File: config.mk
export PLATFORM = sky130hd
export DESIGN_NAME = signed_integer_to_radix_text
export DESIGN_NICKNAME = d
export VERILOG_FILES = /design/src/sv/sirt_pkg.sv /design/src/sv/signed_integer_to_radix_text.sv /design/src/sv/sirt_cfg.sv /design/src/sv/sirt_ctrl.sv /design/src/sv/sirt_dp.sv
export SDC_FILE = /design/constraint.sdc
export NUM_CORES = 1
export LEC_CHECK = 0
export BUFFER_PORTS_ARGS = -buffer_cell sky130_fd_sc_hd__buf_2
export CAP_MARGIN = 0
export CORE_ASPECT_RATIO = 0.7
export CORE_MARGIN = 4
export CORE_UTILIZATION = 61
export DETAILED_ROUTE_END_ITERATION = 6
export GPL_TIMING_DRIVEN = 0
export PLACE_DENSITY = 0.79
export SLEW_MARGIN = 40
export SYNTH_ARGS = -nofsm -noshare
export SYNTH_HDL_FRONTEND = slang
export SYNTH_SLANG_ARGS = --single-unit
File: constraint.sdc
create_clock -name clk -period 34.3 [get_ports clk]
set_input_delay 0 -clock clk [delete_from_list [all_inputs] [get_ports clk]]
set_output_delay 0 -clock clk [all_outputs]
set_load 0.03 [all_outputs]
File: src/sv/sirt_pkg.sv
// Shared types, constants and helpers for the radix text converter.
// No dependencies; used by every module of the block.
`default_nettype none

package sirt_pkg;

	localparam int MAX_SYMBOLS_DEF = 16;
	localparam int NUM_W = 32;
	localparam int RADIX_W = 5;
	localparam int SYM_W = 8;
	localparam int SYM_IDX_W = 4;
	localparam int ALPHA_W = 128;
	localparam int CFG_IDX_W = 2;
	localparam int CFG_DATA_W = 64;
	localparam int STORE_DEPTH = 32;
	localparam int STORE_AW = 5;
	localparam int CNT_W = 6;
	localparam int BITS_PER_STEP = 8;
	localparam int STEPS_PER_DIGIT = NUM_W / BITS_PER_STEP;
	localparam int GRP_W = 2;

	localparam logic [SYM_W-1:0] CH_PLUS = 8'h2B;
	localparam logic [SYM_W-1:0] CH_MINUS = 8'h2D;

	typedef enum logic [CFG_IDX_W-1:0] {
		REG_RADIX  = 2'd0,
		REG_SYM_LO = 2'd1,
		REG_SYM_HI = 2'd2
	} cfg_reg_t;

	typedef enum logic [2:0] {
		ST_IDLE,
		ST_DIVIDE,
		ST_SIGN,
		ST_DIGITS,
		ST_REJECT
	} state_t;

	typedef struct packed {
		logic load;
		logic div_step;
		logic digit_end;
		logic emit_sign;
		logic emit_digit;
		logic emit_bad;
	} dp_cmd_t;

	typedef struct packed {
		logic neg;
		logic div_last;
		logic emit_last;
	} dp_stat_t;

	function automatic logic [SYM_W-1:0] symbol_at(input logic [ALPHA_W-1:0] alpha,
			input logic [SYM_IDX_W-1:0] idx);
		symbol_at = alpha[idx*SYM_W +: SYM_W];
	endfunction

endpackage

`default_nettype wire

File: src/sv/signed_integer_to_radix_text.sv
// Top level of the signed integer to radix text converter.
// Depends on sirt_pkg, sirt_cfg, sirt_ctrl and sirt_dp.
//
// A request is taken when start is high and busy is low. The number is written
// out in base radix using the configured alphabet, most significant character
// first, one character per strobe cycle with '-' leading for negatives; the
// strobed characters of one number come in consecutive cycles and cannot be
// held off, so the receiver must take each in the cycle it appears. A base
// outside 2..MAX_SYMBOLS or a bad alphabet gives a single strobe with
// bad_alphabet set, registered from the reject state that the request leads
// to. Otherwise the divider splits off one digit at a time (8 quotient bits
// per cycle) until the quotient is zero or the digit store is full; then the
// characters are strobed out, the sign first if negative. busy drops
// as the final character is registered; a new request may follow at once.
// Configuration is written through cfg_valid/cfg_ready while the block is idle.
`default_nettype none

module signed_integer_to_radix_text #(
	parameter int MAX_SYMBOLS = sirt_pkg::MAX_SYMBOLS_DEF
) (
	input  wire logic                             clk,
	input  wire logic                             arst_n,
	input  wire logic                             start,
	output logic                                  busy,
	input  wire logic signed [sirt_pkg::NUM_W-1:0] number,
	output logic                                  strobe,
	output logic      [sirt_pkg::SYM_W-1:0]       text_char,
	output logic                                  last_char,
	output logic                                  bad_alphabet,
	input  wire logic                             cfg_valid,
	output logic                                  cfg_ready,
	input  wire logic [sirt_pkg::CFG_IDX_W-1:0]   cfg_index,
	input  wire logic [sirt_pkg::CFG_DATA_W-1:0]  cfg_data
);

	logic [sirt_pkg::RADIX_W-1:0] radix;
	logic [sirt_pkg::ALPHA_W-1:0] alpha;
	logic                         alpha_ok;
	sirt_pkg::dp_cmd_t            cmd;
	sirt_pkg::dp_stat_t           stat;

	assign cfg_ready = !busy;

	sirt_cfg #(
		.MAX_SYMBOLS(MAX_SYMBOLS)
	) u_cfg (
		.clk      (clk),
		.arst_n   (arst_n),
		.wr_en    (cfg_valid && cfg_ready),
		.wr_index (cfg_index),
		.wr_data  (cfg_data),
		.radix    (radix),
		.alpha    (alpha),
		.alpha_ok (alpha_ok)
	);

	sirt_ctrl u_ctrl (
		.clk      (clk),
		.arst_n   (arst_n),
		.start    (start),
		.alpha_ok (alpha_ok),
		.stat     (stat),
		.cmd      (cmd),
		.busy     (busy)
	);

	sirt_dp #(
		.MAX_SYMBOLS(MAX_SYMBOLS)
	) u_dp (
		.clk          (clk),
		.arst_n       (arst_n),
		.cmd          (cmd),
		.number       (number),
		.radix        (radix),
		.alpha        (alpha),
		.stat         (stat),
		.strobe       (strobe),
		.text_char    (text_char),
		.last_char    (last_char),
		.bad_alphabet (bad_alphabet)
	);

endmodule

`default_nettype wire

File: src/sv/sirt_cfg.sv
// Configuration registers (radix, alphabet) and the alphabet validity check.
// Depends on sirt_pkg.
`default_nettype none

module sirt_cfg #(
	parameter int MAX_SYMBOLS = sirt_pkg::MAX_SYMBOLS_DEF
) (
	input  wire logic                             clk,
	input  wire logic                             arst_n,
	input  wire logic                             wr_en,
	input  wire logic [sirt_pkg::CFG_IDX_W-1:0]   wr_index,
	input  wire logic [sirt_pkg::CFG_DATA_W-1:0]  wr_data,
	output logic      [sirt_pkg::RADIX_W-1:0]     radix,
	output logic      [sirt_pkg::ALPHA_W-1:0]     alpha,
	output logic                                  alpha_ok
);

	logic [sirt_pkg::RADIX_W-1:0]    radix_q;
	logic [sirt_pkg::CFG_DATA_W-1:0] sym_lo_q;
	logic [sirt_pkg::CFG_DATA_W-1:0] sym_hi_q;
	logic                            sym_bad;

	always_ff @(posedge clk or negedge arst_n) begin
		if (!arst_n) begin
			radix_q  <= '0;
			sym_lo_q <= '0;
			sym_hi_q <= '0;
		end else if (wr_en) begin
			case (wr_index)
				sirt_pkg::REG_RADIX:  radix_q  <= wr_data[sirt_pkg::RADIX_W-1:0];
				sirt_pkg::REG_SYM_LO: sym_lo_q <= wr_data;
				sirt_pkg::REG_SYM_HI: sym_hi_q <= wr_data;
				default: ;
			endcase
		end
	end

	assign radix = radix_q;
	assign alpha = {sym_hi_q, sym_lo_q};

	// pairwise compare over the used entries only; a used entry of zero, '+' or '-' is also bad
	always_comb begin
		logic [sirt_pkg::SYM_W-1:0] si;
		logic [sirt_pkg::SYM_W-1:0] sj;
		logic                       ui;
		logic                       uj;
		sym_bad = 1'b0;
		for (int i = 0; i < MAX_SYMBOLS; i++) begin
			si = sirt_pkg::symbol_at(alpha, sirt_pkg::SYM_IDX_W'(i));
			ui = sirt_pkg::RADIX_W'(i) < radix_q;
			if (ui && (si == '0 || si == sirt_pkg::CH_PLUS || si == sirt_pkg::CH_MINUS))
				sym_bad = 1'b1;
			for (int j = i + 1; j < MAX_SYMBOLS; j++) begin
				sj = sirt_pkg::symbol_at(alpha, sirt_pkg::SYM_IDX_W'(j));
				uj = sirt_pkg::RADIX_W'(j) < radix_q;
				if (ui && uj && si == sj)
					sym_bad = 1'b1;
			end
		end
	end

	assign alpha_ok = (radix_q >= sirt_pkg::RADIX_W'(2))
		&& (radix_q <= sirt_pkg::RADIX_W'(MAX_SYMBOLS)) && !sym_bad;

endmodule

`default_nettype wire

File: src/sv/sirt_ctrl.sv
// Controller FSM: sequences load, digit division, sign and digit emission, or the reject result.
// Depends on sirt_pkg; drives sirt_dp through dp_cmd_t.
`default_nettype none

module sirt_ctrl (
	input  wire logic               clk,
	input  wire logic               arst_n,
	input  wire logic               start,
	input  wire logic               alpha_ok,
	input  wire sirt_pkg::dp_stat_t stat,
	output sirt_pkg::dp_cmd_t       cmd,
	output logic                    busy
);

	sirt_pkg::state_t              state_q;
	sirt_pkg::state_t              state_nx;
	logic [sirt_pkg::GRP_W-1:0]    grp_q;
	logic                          grp_end;

	assign grp_end = grp_q == sirt_pkg::GRP_W'(sirt_pkg::STEPS_PER_DIGIT - 1);

	always_ff @(posedge clk or negedge arst_n) begin
		if (!arst_n) begin
			state_q <= sirt_pkg::ST_IDLE;
			grp_q   <= '0;
		end else begin
			state_q <= state_nx;
			if (state_q == sirt_pkg::ST_DIVIDE)
				grp_q <= grp_q + 1'b1;
			else
				grp_q <= '0;
		end
	end

	always_comb begin
		state_nx = state_q;
		case (state_q)
			sirt_pkg::ST_IDLE: begin
				if (start)
					state_nx = alpha_ok ? sirt_pkg::ST_DIVIDE : sirt_pkg::ST_REJECT;
			end
			sirt_pkg::ST_DIVIDE: begin
				if (grp_end && stat.div_last)
					state_nx = stat.neg ? sirt_pkg::ST_SIGN : sirt_pkg::ST_DIGITS;
			end
			sirt_pkg::ST_SIGN:   state_nx = sirt_pkg::ST_DIGITS;
			sirt_pkg::ST_DIGITS: begin
				if (stat.emit_last)
					state_nx = sirt_pkg::ST_IDLE;
			end
			sirt_pkg::ST_REJECT: state_nx = sirt_pkg::ST_IDLE;
			default:             state_nx = sirt_pkg::ST_IDLE;
		endcase
	end

	always_comb begin
		cmd  = '0;
		busy = 1'b1;
		case (state_q)
			sirt_pkg::ST_IDLE: begin
				busy     = 1'b0;
				cmd.load = start;
			end
			sirt_pkg::ST_DIVIDE: begin
				cmd.div_step  = 1'b1;
				cmd.digit_end = grp_end;
			end
			sirt_pkg::ST_SIGN:   cmd.emit_sign = 1'b1;
			sirt_pkg::ST_DIGITS: cmd.emit_digit = 1'b1;
			sirt_pkg::ST_REJECT: cmd.emit_bad = 1'b1;
			default:             busy = 1'b0;
		endcase
	end

endmodule

`default_nettype wire

File: src/sv/sirt_dp.sv
// Datapath: magnitude register, 8-bit-per-cycle radix divider, digit store,
// symbol lookup and result registers. Depends on sirt_pkg.
`default_nettype none

module sirt_dp #(
	parameter int MAX_SYMBOLS = sirt_pkg::MAX_SYMBOLS_DEF
) (
	input  wire logic                           clk,
	input  wire logic                           arst_n,
	input  wire sirt_pkg::dp_cmd_t              cmd,
	input  wire logic [sirt_pkg::NUM_W-1:0]     number,
	input  wire logic [sirt_pkg::RADIX_W-1:0]   radix,
	input  wire logic [sirt_pkg::ALPHA_W-1:0]   alpha,
	output sirt_pkg::dp_stat_t                  stat,
	output logic                                strobe,
	output logic      [sirt_pkg::SYM_W-1:0]     text_char,
	output logic                                last_char,
	output logic                                bad_alphabet
);

	localparam int DIG_W = $clog2(MAX_SYMBOLS);
	localparam int CMP_W = sirt_pkg::RADIX_W + 1;

	logic [sirt_pkg::NUM_W-1:0]         w_q;
	logic [DIG_W-1:0]                   rem_q;
	logic [sirt_pkg::CNT_W-1:0]         cnt_q;
	logic                               neg_q;
	logic [DIG_W-1:0]                   store_q [sirt_pkg::STORE_DEPTH];

	logic [sirt_pkg::NUM_W-1:0]         w_nx;
	logic [DIG_W-1:0]                   rem_nx;
	logic [sirt_pkg::STORE_AW-1:0]      rd_idx;
	logic [DIG_W-1:0]                   rd_digit;

	logic                               strobe_q;
	logic [sirt_pkg::SYM_W-1:0]         char_q;
	logic                               last_q;
	logic                               bad_q;

	// restoring division by radix, 8 quotient bits per cycle; the work register
	// shifts left and collects quotient bits at the bottom
	always_comb begin
		logic [DIG_W-1:0]                  r;
		logic [DIG_W:0]                    t;
		logic [CMP_W-1:0]                  diff;
		logic [sirt_pkg::BITS_PER_STEP-1:0] qb;
		r  = rem_q;
		qb = '0;
		for (int k = 0; k < sirt_pkg::BITS_PER_STEP; k++) begin
			t    = {r, w_q[sirt_pkg::NUM_W-1-k]};
			diff = CMP_W'(t) - CMP_W'(radix);
			if (CMP_W'(t) >= CMP_W'(radix)) begin
				qb[sirt_pkg::BITS_PER_STEP-1-k] = 1'b1;
				r = diff[DIG_W-1:0];
			end else begin
				r = t[DIG_W-1:0];
			end
		end
		rem_nx = r;
		w_nx   = {w_q[sirt_pkg::NUM_W-sirt_pkg::BITS_PER_STEP-1:0], qb};
	end

	assign rd_idx   = cnt_q[sirt_pkg::STORE_AW-1:0] - 1'b1;
	assign rd_digit = store_q[rd_idx];

	assign stat.neg       = neg_q;
	assign stat.div_last  = (w_nx == '0)
		|| (cnt_q == sirt_pkg::CNT_W'(sirt_pkg::STORE_DEPTH - 1));
	assign stat.emit_last = cnt_q == sirt_pkg::CNT_W'(1);

	always_ff @(posedge clk or negedge arst_n) begin
		if (!arst_n) begin
			w_q   <= '0;
			cnt_q <= '0;
		end else if (cmd.load) begin
			w_q   <= number[sirt_pkg::NUM_W-1] ? sirt_pkg::NUM_W'(0) - number : number;
			cnt_q <= '0;
		end else if (cmd.div_step) begin
			w_q <= w_nx;
			if (cmd.digit_end)
				cnt_q <= cnt_q + 1'b1;
		end else if (cmd.emit_digit) begin
			cnt_q <= cnt_q - 1'b1;
		end
	end

	always_ff @(posedge clk) begin
		if (cmd.load) begin
			neg_q <= number[sirt_pkg::NUM_W-1];
			rem_q <= '0;
		end else if (cmd.div_step) begin
			rem_q <= cmd.digit_end ? '0 : rem_nx;
		end
		if (cmd.div_step && cmd.digit_end)
			store_q[cnt_q[sirt_pkg::STORE_AW-1:0]] <= rem_nx;
	end

	always_ff @(posedge clk or negedge arst_n) begin
		if (!arst_n)
			strobe_q <= 1'b0;
		else
			strobe_q <= cmd.emit_sign || cmd.emit_digit || cmd.emit_bad;
	end

	always_ff @(posedge clk) begin
		if (cmd.emit_sign) begin
			char_q <= sirt_pkg::CH_MINUS;
			last_q <= 1'b0;
			bad_q  <= 1'b0;
		end else if (cmd.emit_digit) begin
			char_q <= sirt_pkg::symbol_at(alpha, sirt_pkg::SYM_IDX_W'(rd_digit));
			last_q <= stat.emit_last;
			bad_q  <= 1'b0;
		end else if (cmd.emit_bad) begin
			char_q <= '0;
			last_q <= 1'b1;
			bad_q  <= 1'b1;
		end
	end

	assign strobe       = strobe_q;
	assign text_char    = char_q;
	assign last_char    = last_q;
	assign bad_alphabet = bad_q;

endmodule

`default_nettype wire

# --- Word level (Yosys, flattened, before mapping) ---
# Memories as Yosys holds them, arrays and structs flattened.
# Cells that the tools add are included.
classes:
  n_reduce_logical: 327
  shift: 1
  n_eq_ne: 165
  n_mux: 179
  order_cmp: 26
  addsub: 13
op_table:
  columns: ["cell", "count"]
  rows:
  - ["8-bit equality test", 120]
  - ["1-bit logical AND", 261]
  - ["8-bit by 6-bit equality test with 1-bit output, second input constant", 32]
  - ["1-bit two-way mux", 154]
  - ["8-bit zero test", 16]
  - ["128-bit by 8-bit indexed part select with 8-bit output", 1]
  - ["32-bit two-way mux", 3]
  - ["5-bit greater-or-equal comparator", 8]
  - ["4-bit by 5-bit < comparator with 1-bit output, first input constant", 8]
  - ["4-bit two-way mux", 9]
  - ["1-bit logical OR", 35]
  - ["32-bit zero test", 1]
  - ["1-bit by 32-bit subtractor with 32-bit output, first input constant", 1]
  - ["4-bit subtractor", 8]
  - ["6-bit two-way mux", 4]
  - ["3-bit by 5-bit < comparator with 1-bit output, first input constant", 4]
  - ["8-bit two-way mux", 2]
  - ["3-bit two-way mux", 4]
  - ["3-bit one-hot mux with 4 select lines", 1]
  - ["1-bit by 5-bit < comparator with 1-bit output, first input constant", 2]
  - ["2-bit by 5-bit < comparator with 1-bit output, first input constant", 2]
  - ["2-bit AND reduction", 4]
  - ["6-bit by 1-bit adder with 6-bit output, second input constant", 1]
  - ["3-bit by 2-bit equality test with 1-bit output, second input constant", 2]
  - ["22 further kinds", 28]
word_totals:
  ff_bits: 192
  ram_bits: 128
  memories: 1
  word_cells: 725
  in_bits: 102
  output_inout_bits: 13
memory_table:
  columns: ["memory", "words", "width", "read_ports", "rd_ports_with_merged_regs", "write_ports", "line", "source"]
  rows:
  - ["u_dp.store_q", 32, 4, 1, 0, 1, "sirt_dp.sv:28", "logic [DIG_W-1:0] store_q [sirt_pkg::STORE_DEPTH];"]

# --- Logic depth before layout (Yosys ltp) ---
logic_depth:
  ltp_word: 145
  ltp_mapped: 64
  ltp_nobuf: 62

# --- Modules after synthesis ---
# A second synthesis with hierarchy kept.
hier_totals:
  cells_unflattened: 2954
  area_unflattened_um2: 28946.5
modules_own_cells:
  columns: ["mod", "area_per_inst_um2", "cells_each", "n_inst", "seq_area_each_um2"]
  rows:
  - ["sirt_cfg", 17650.7, 2010, 1, 3328.2]
  - ["sirt_dp", 10976.8, 910, 1, 5129.9]
  - ["sirt_ctrl", 309.0, 32, 1, 125.1]
  - ["signed_integer_to_radix_text", 10.0, 2, 1, 0.0]

# --- Least setup slack after synthesis ---
# OpenSTA, ideal clock, no wires.
synth_path:
  path_type: "reg2reg"
  from: "register u_cfg.radix_q, in the netlist u_cfg.radix[1]"
  to: "memory u_dp.store_q[0][3] (netlist name) (data pin)"
  arrival_ns: 13.113
  period_less_slack_ns: 13.567
  n_path_buf: 3
  path_stages_with_launch: 61
  setup_ns: 0.454
  required_time_ns: 33.846
  path_slack_ns: 20.733
  path_cell_list: "dfrtp_1 > clkbuf_1 > inv_1 > ha_1 > a21o_1 > a21o_1 > a21o_1 > a21o_1 > clkbuf_1 > mux2i_1 > ha_1 > a21o_1 > a21o_1 > a21o_1 > a21o_1 > mux2_2 > inv_1 > ha_1 > [... 25 more ...] > a21o_1 > a21o_1 > mux2_2 > inv_1 > ha_1 > a21o_1 > a21o_1 > a21o_1 > a21o_1 > o21ai_0 > inv_1 > ha_1 > a21o_1 > a21o_1 > a21o_1 > a21o_1 > clkbuf_1 > o21ai_0"
synth_via:
  elab_chain_cells: 16
  elab_cells_between_ends: 24
  cone_classes: "add/sub (8); order compare (8); mux (8)"
synth_lines:
  columns: ["element", "line", "source"]
  rows:
  - ["start: declaration", "sirt_cfg.sv:18", "logic [sirt_pkg::RADIX_W-1:0] radix_q;"]
  - ["start signal: assignment", "sirt_cfg.sv:30", "sirt_pkg::REG_RADIX: radix_q <= wr_data[sirt_pkg::RADIX_W-1:0];"]
  - ["4-bit subtractor or 5-bit greater-or-equal comparator (tied branches)", "sirt_dp.sv:51, sirt_dp.sv:52", null]
  - ["4-bit two-way mux", "sirt_dp.sv:52", "if (CMP_W'(t) >= CMP_W'(radix)) begin"]
  - ["4-bit subtractor or 5-bit greater-or-equal comparator (tied branches)", "sirt_dp.sv:51, sirt_dp.sv:52", null]
  - ["4-bit two-way mux", "sirt_dp.sv:52", null]
  - ["4-bit subtractor or 5-bit greater-or-equal comparator (tied branches)", "sirt_dp.sv:51, sirt_dp.sv:52", null]
  - ["4-bit two-way mux", "sirt_dp.sv:52", null]
  - ["5-bit greater-or-equal comparator or 4-bit subtractor (tied branches)", "sirt_dp.sv:52, sirt_dp.sv:51", null]
  - ["4-bit two-way mux", "sirt_dp.sv:52", null]
  - ["4-bit subtractor or 5-bit greater-or-equal comparator (tied branches)", "sirt_dp.sv:51, sirt_dp.sv:52", null]
  - ["4-bit two-way mux", "sirt_dp.sv:52", null]
  - ["4-bit subtractor or 5-bit greater-or-equal comparator (tied branches)", "sirt_dp.sv:51, sirt_dp.sv:52", null]
  - ["4-bit two-way mux", "sirt_dp.sv:52", null]
  - ["5-bit greater-or-equal comparator or 4-bit subtractor (tied branches)", "sirt_dp.sv:52, sirt_dp.sv:51", null]
  - ["4-bit two-way mux", "sirt_dp.sv:52", null]
  - ["4-bit subtractor or 5-bit greater-or-equal comparator (tied branches)", "sirt_dp.sv:51, sirt_dp.sv:52", null]
  - ["4-bit two-way mux *", "sirt_dp.sv:52", null]
  - ["net u_dp.rem_nx[3]", "sirt_dp.sv:31", "logic [DIG_W-1:0] rem_nx;"]
  - ["end: declaration", "sirt_dp.sv:28", null]
# Mark *: on every way through the listed nets, which the timed path passes. The rest lies on a longest branch.

# --- Worst setup path after layout ---
layout_path:
  from: "register u_cfg.radix_q, in the netlist u_cfg.radix[4]"
  to: "memory u_dp.store_q[27][2] (netlist name) (data pin)"
layout_via:
  elab_chain_cells: 16
  elab_cells_between_ends: 23
  cone_classes: "add/sub (7); order compare (8); mux (8)"
layout_lines:
  columns: ["element", "line"]
  rows:
  - ["5-bit greater-or-equal comparator", "sirt_dp.sv:52"]
  - ["4-bit two-way mux", "sirt_dp.sv:52"]
  - ["4-bit subtractor or 5-bit greater-or-equal comparator (tied branches)", "sirt_dp.sv:51, sirt_dp.sv:52"]
  - ["4-bit two-way mux", "sirt_dp.sv:52"]
  - ["4-bit subtractor or 5-bit greater-or-equal comparator (tied branches)", "sirt_dp.sv:51, sirt_dp.sv:52"]
  - ["4-bit two-way mux", "sirt_dp.sv:52"]
  - ["4-bit subtractor or 5-bit greater-or-equal comparator (tied branches)", "sirt_dp.sv:51, sirt_dp.sv:52"]
  - ["4-bit two-way mux", "sirt_dp.sv:52"]
  - ["5-bit greater-or-equal comparator or 4-bit subtractor (tied branches)", "sirt_dp.sv:52, sirt_dp.sv:51"]
  - ["4-bit two-way mux", "sirt_dp.sv:52"]
  - ["5-bit greater-or-equal comparator or 4-bit subtractor (tied branches)", "sirt_dp.sv:52, sirt_dp.sv:51"]
  - ["4-bit two-way mux", "sirt_dp.sv:52"]
  - ["4-bit subtractor or 5-bit greater-or-equal comparator (tied branches)", "sirt_dp.sv:51, sirt_dp.sv:52"]
  - ["4-bit two-way mux", "sirt_dp.sv:52"]
  - ["4-bit subtractor or 5-bit greater-or-equal comparator (tied branches)", "sirt_dp.sv:51, sirt_dp.sv:52"]
  - ["4-bit two-way mux *", "sirt_dp.sv:52"]
  - ["net u_dp.rem_nx[2]", "sirt_dp.sv:31"]
# Marks and branches as above.

==> flow_metrics.env <==
export IMPL_die_h_um=190
export IMPL_drive_gt1_share_pct=21.0
export IMPL_hold_slack_ps=82.2
export IMPL_core_mm2=0.0466
export IMPL_setup_slack_ps=18030
export IMPL_first_pass_iters=7
export IMPL_crit_top_cell="a21o_1"
export IMPL_synth_area_top_cells="xnor2_1 (17%), dfrtp_1 (15%), xor2_1 (14%)"
export IMPL_path_clk_slew_ps=70
export IMPL_yosysWarnings=0
export IMPL_synth_area_per_cell_um2=9.80
export IMPL_wl_per_cell_um=37.4
export IMPL_crit_buf_inv=10
export IMPL_first_global_vias=27500
export IMPL_syn_nets=3098
export IMPL_critPathKind="reg -> reg"
export IMPL_clockBufferDepth=3
export IMPL_grt_overflow=0
export IMPL_worstReg2RegStart="u_cfg.radix[4]$_DFFE_PN0P_"
export IMPL_finalHoldViolCount=0
export IMPL_fin_nets=3373
export IMPL_wl_met2_mm=51.2
export IMPL_worst_hold_path_endpoint="u_dp.w_q[4]$_DFFE_PN0P_"
export IMPL_ios=115
export IMPL_hp_class="in -> reg"
export IMPL_wl_met1_mm=51.5
export IMPL_cts_tree="done"
export IMPL_drtIter0Drc=6770
export IMPL_portBuffers=114
export IMPL_ctsResizeCount=0
export IMPL_synth_area_mm2=0.0288
export IMPL_cp_depth=56
export IMPL_status="finished, violations left"
export IMPL_slowest_stage="mux2_2"
export IMPL_syn_inst=2941
export IMPL_final_setup_tns_ps=0
export IMPL_critPathMaxFanout=33
export IMPL_relSlewSlack_pct=19.0
export IMPL_seq_area_frac_synth_pct=29.8
export IMPL_required_ps=34640
export IMPL_synthDominantCellAreaShare_pct=17.0
export IMPL_hold_path_depth=4
export IMPL_syn_to_final_growth_pct=13.7
export IMPL_skew_ps=53.0
export IMPL_cp_data_arrival_time_ps=16600
export IMPL_cts_sinks=320
export IMPL_grt_pass1_wl_mm=198
export IMPL_vias=29200
export IMPL_place_ws_ps=18730
export IMPL_fmax_ghz=0.0615
export IMPL_reg2reg_depth=56
export IMPL_ys_ff_latch=320
export IMPL_cpLargestDelayFamily="compound AO/OA/AOI/OAI gates"
export IMPL_synthArstFlopShare_pct=55.3
export IMPL_r2r_end="u_dp.store_q[27][2]$_DFFE_PP_"
export IMPL_slowest_delay_ps=890
export IMPL_cap_viol_max_count=0
export IMPL_start_kind="register"
export IMPL_post_cts_buffers=0
export IMPL_cts_buffers=30
export IMPL_min_period_over_period_pct=47.4
export IMPL_grt_start_max_net_pins=75
export IMPL_layout_min_cycle_time_ps=16270
export IMPL_cts_hold_buf=123
export IMPL_grt_usage_pct=54.7
export IMPL_placementRows=66
export IMPL_synth_main_ff_cell="dfrtp_1"
export IMPL_endpoint_kind="register"
export IMPL_wl_met3_mm=29.8
export IMPL_ant_nets=0
export IMPL_r2r_setup_slack_ps=18030
export IMPL_place_gp_congestion=1.19
export IMPL_cts_root_buf="clkbuf_16"
export IMPL_dieArea_mm2=0.0508
export IMPL_finalSetupViolations=0
export IMPL_hp_start="start"
export IMPL_top_layer="met5"
export IMPL_worstSetupStartpoint="u_cfg.radix[4]$_DFFE_PN0P_"
export IMPL_worst_pin_slew_ps=1210
export IMPL_drc=199
export IMPL_yosysTopAreaCell="xnor2_1"
export IMPL_dp_hpwl_mm=97.3
export IMPL_drt_wl_total_mm=144
export IMPL_maxSlewViolCount=0
export IMPL_dieWidth_um=268
export IMPL_viasPerCell=7.56
export IMPL_violations="design-rule violations"
export IMPL_ys_types=73
export IMPL_initial_core_util_pct=61.9
export IMPL_grt_setup_unrepaired="no"
export IMPL_antenna_found_initial=7
export IMPL_ctsHtreeMaxLevel=1
export IMPL_synth_edf_count=129
export IMPL_clk_latency_ps=660
==> synthesized netlist by cell type, types with 16 or more instances <==
library cell  number
nand4_1          150
ha_1              47
xnor2_1          559
nor4_1           129
buf_2            232
mux4_2            40
a31oi_1           23
nor2_1            79
nor3_1            55
or4_1             16
mux2i_1           50
a21oi_1           72
clkbuf_1          42
o21ai_0           55
nand3_1           41
dfrtp_1          177
a22oi_1           28
xor2_1           464
a21o_1            36
nand2_1           80
inv_1             36
buf_1             35
mux2_2           160
edfxtp_1         129
==> layer usage <==
| layer | track usage (%) | vias to the layer above |
|---|---|---|
| met5 | 6.56 | - |
| met4 | 28.2 | 13 |
| met3 | 33.4 | 998 |
| met2 | 68.8 | 3407 |
| met1 | 71.6 | 13900 |
| li1 | - | 10900 |
==> worst min-delay path, stage by stage <==
cell     delay, ps
buf_2           70
nand3_1        280
nor2_1         190
a221o_1        110
==> per-stage QoR <==
stage / utilization (%) / cells / cell area, um^2
floorplan: - / 2941 / 28800
global placement: 64.7 / 3667 / 30200
detailed placement: 65.3 / 3673 / 30400
CTS: 70.3 / 3852 / 32700
global route: 70.3 / 3853 / 32800
finish: 70.4 / 3859 / 32800
==> layout by cell type (no fill, tap or decap), drive strengths merged, types with 56 or more instances in the layout <==
cell         Yosys  final
nor4           129    129
nand4          150    150
xnor2          560    560
o21ai           66     66
nor3            56     56
buf            277    394
clkbuf          42     90
xor2           465    465
nand2           80     80
dlygate4sd3      0    122
mux2           171    171
nor2            80     80
dfrtp          177    177
a21oi           72     72
edfxtp         129    129
==> how the worst max path moves through the flow <==
stage                                          endpoint
after CTS                  u_dp.store_q[7][2]$_DFFE_PP_
after detailed placement  u_dp.store_q[14][2]$_DFFE_PP_
after global placement    u_dp.store_q[26][3]$_DFFE_PP_
final                     u_dp.store_q[27][2]$_DFFE_PP_
after floorplan            u_dp.store_q[0][3]$_DFFE_PP_
after global routing      u_dp.store_q[12][2]$_DFFE_PP_
==> final cells by class <==
type / instances / area (um^2)
repair buffers: 243 / 1940
flip-flops and latches: 320 / 8580
clock buffers: 44 / 875
fillers: 3354 / 13800
plain buffers: 319 / 1580
multi-input cells: 2265 / 18700
well taps: 612 / 766
diodes: 7 / 17.5
inverters: 37 / 140
clock inverters: 12 / 190
==> kinds of logic after synthesis <==
family                   share of synthesized area (%)
AND/OR/NAND/NOR                                   11.6
adder cells (fa/ha/maj)                           2.60
buffers and inverters                             5.83
AO/OA/AOI/OAI                                     7.25
multiplexers                                      11.8
XOR/XNOR                                          31.2
flip-flops                                        29.8
==> sequential cells by signal, summed over array words and instances, names as in the netlist <==
| register | flops |
|---|---|
| u_cfg.radix | 5 |
| u_ctrl.state_q | 3 |
| u_dp.rem_q | 4 |
| u_cfg.sym_hi_q | 64 |
| u_dp.w_q | 32 |
| u_dp.neg_q | 1 |
| u_ctrl.grp_q | 2 |
| u_cfg.sym_lo_q | 64 |
| u_dp.cnt_q | 6 |
| u_dp.strobe | 1 |
| u_dp.bad_alphabet | 1 |
| u_dp.store_q | 128 |
| u_dp.last_char | 1 |
| u_dp.text_char | 8 |
Power is not shown: default switching activity piles up to over one toggle a cycle in this logic, so the estimate is an artifact.
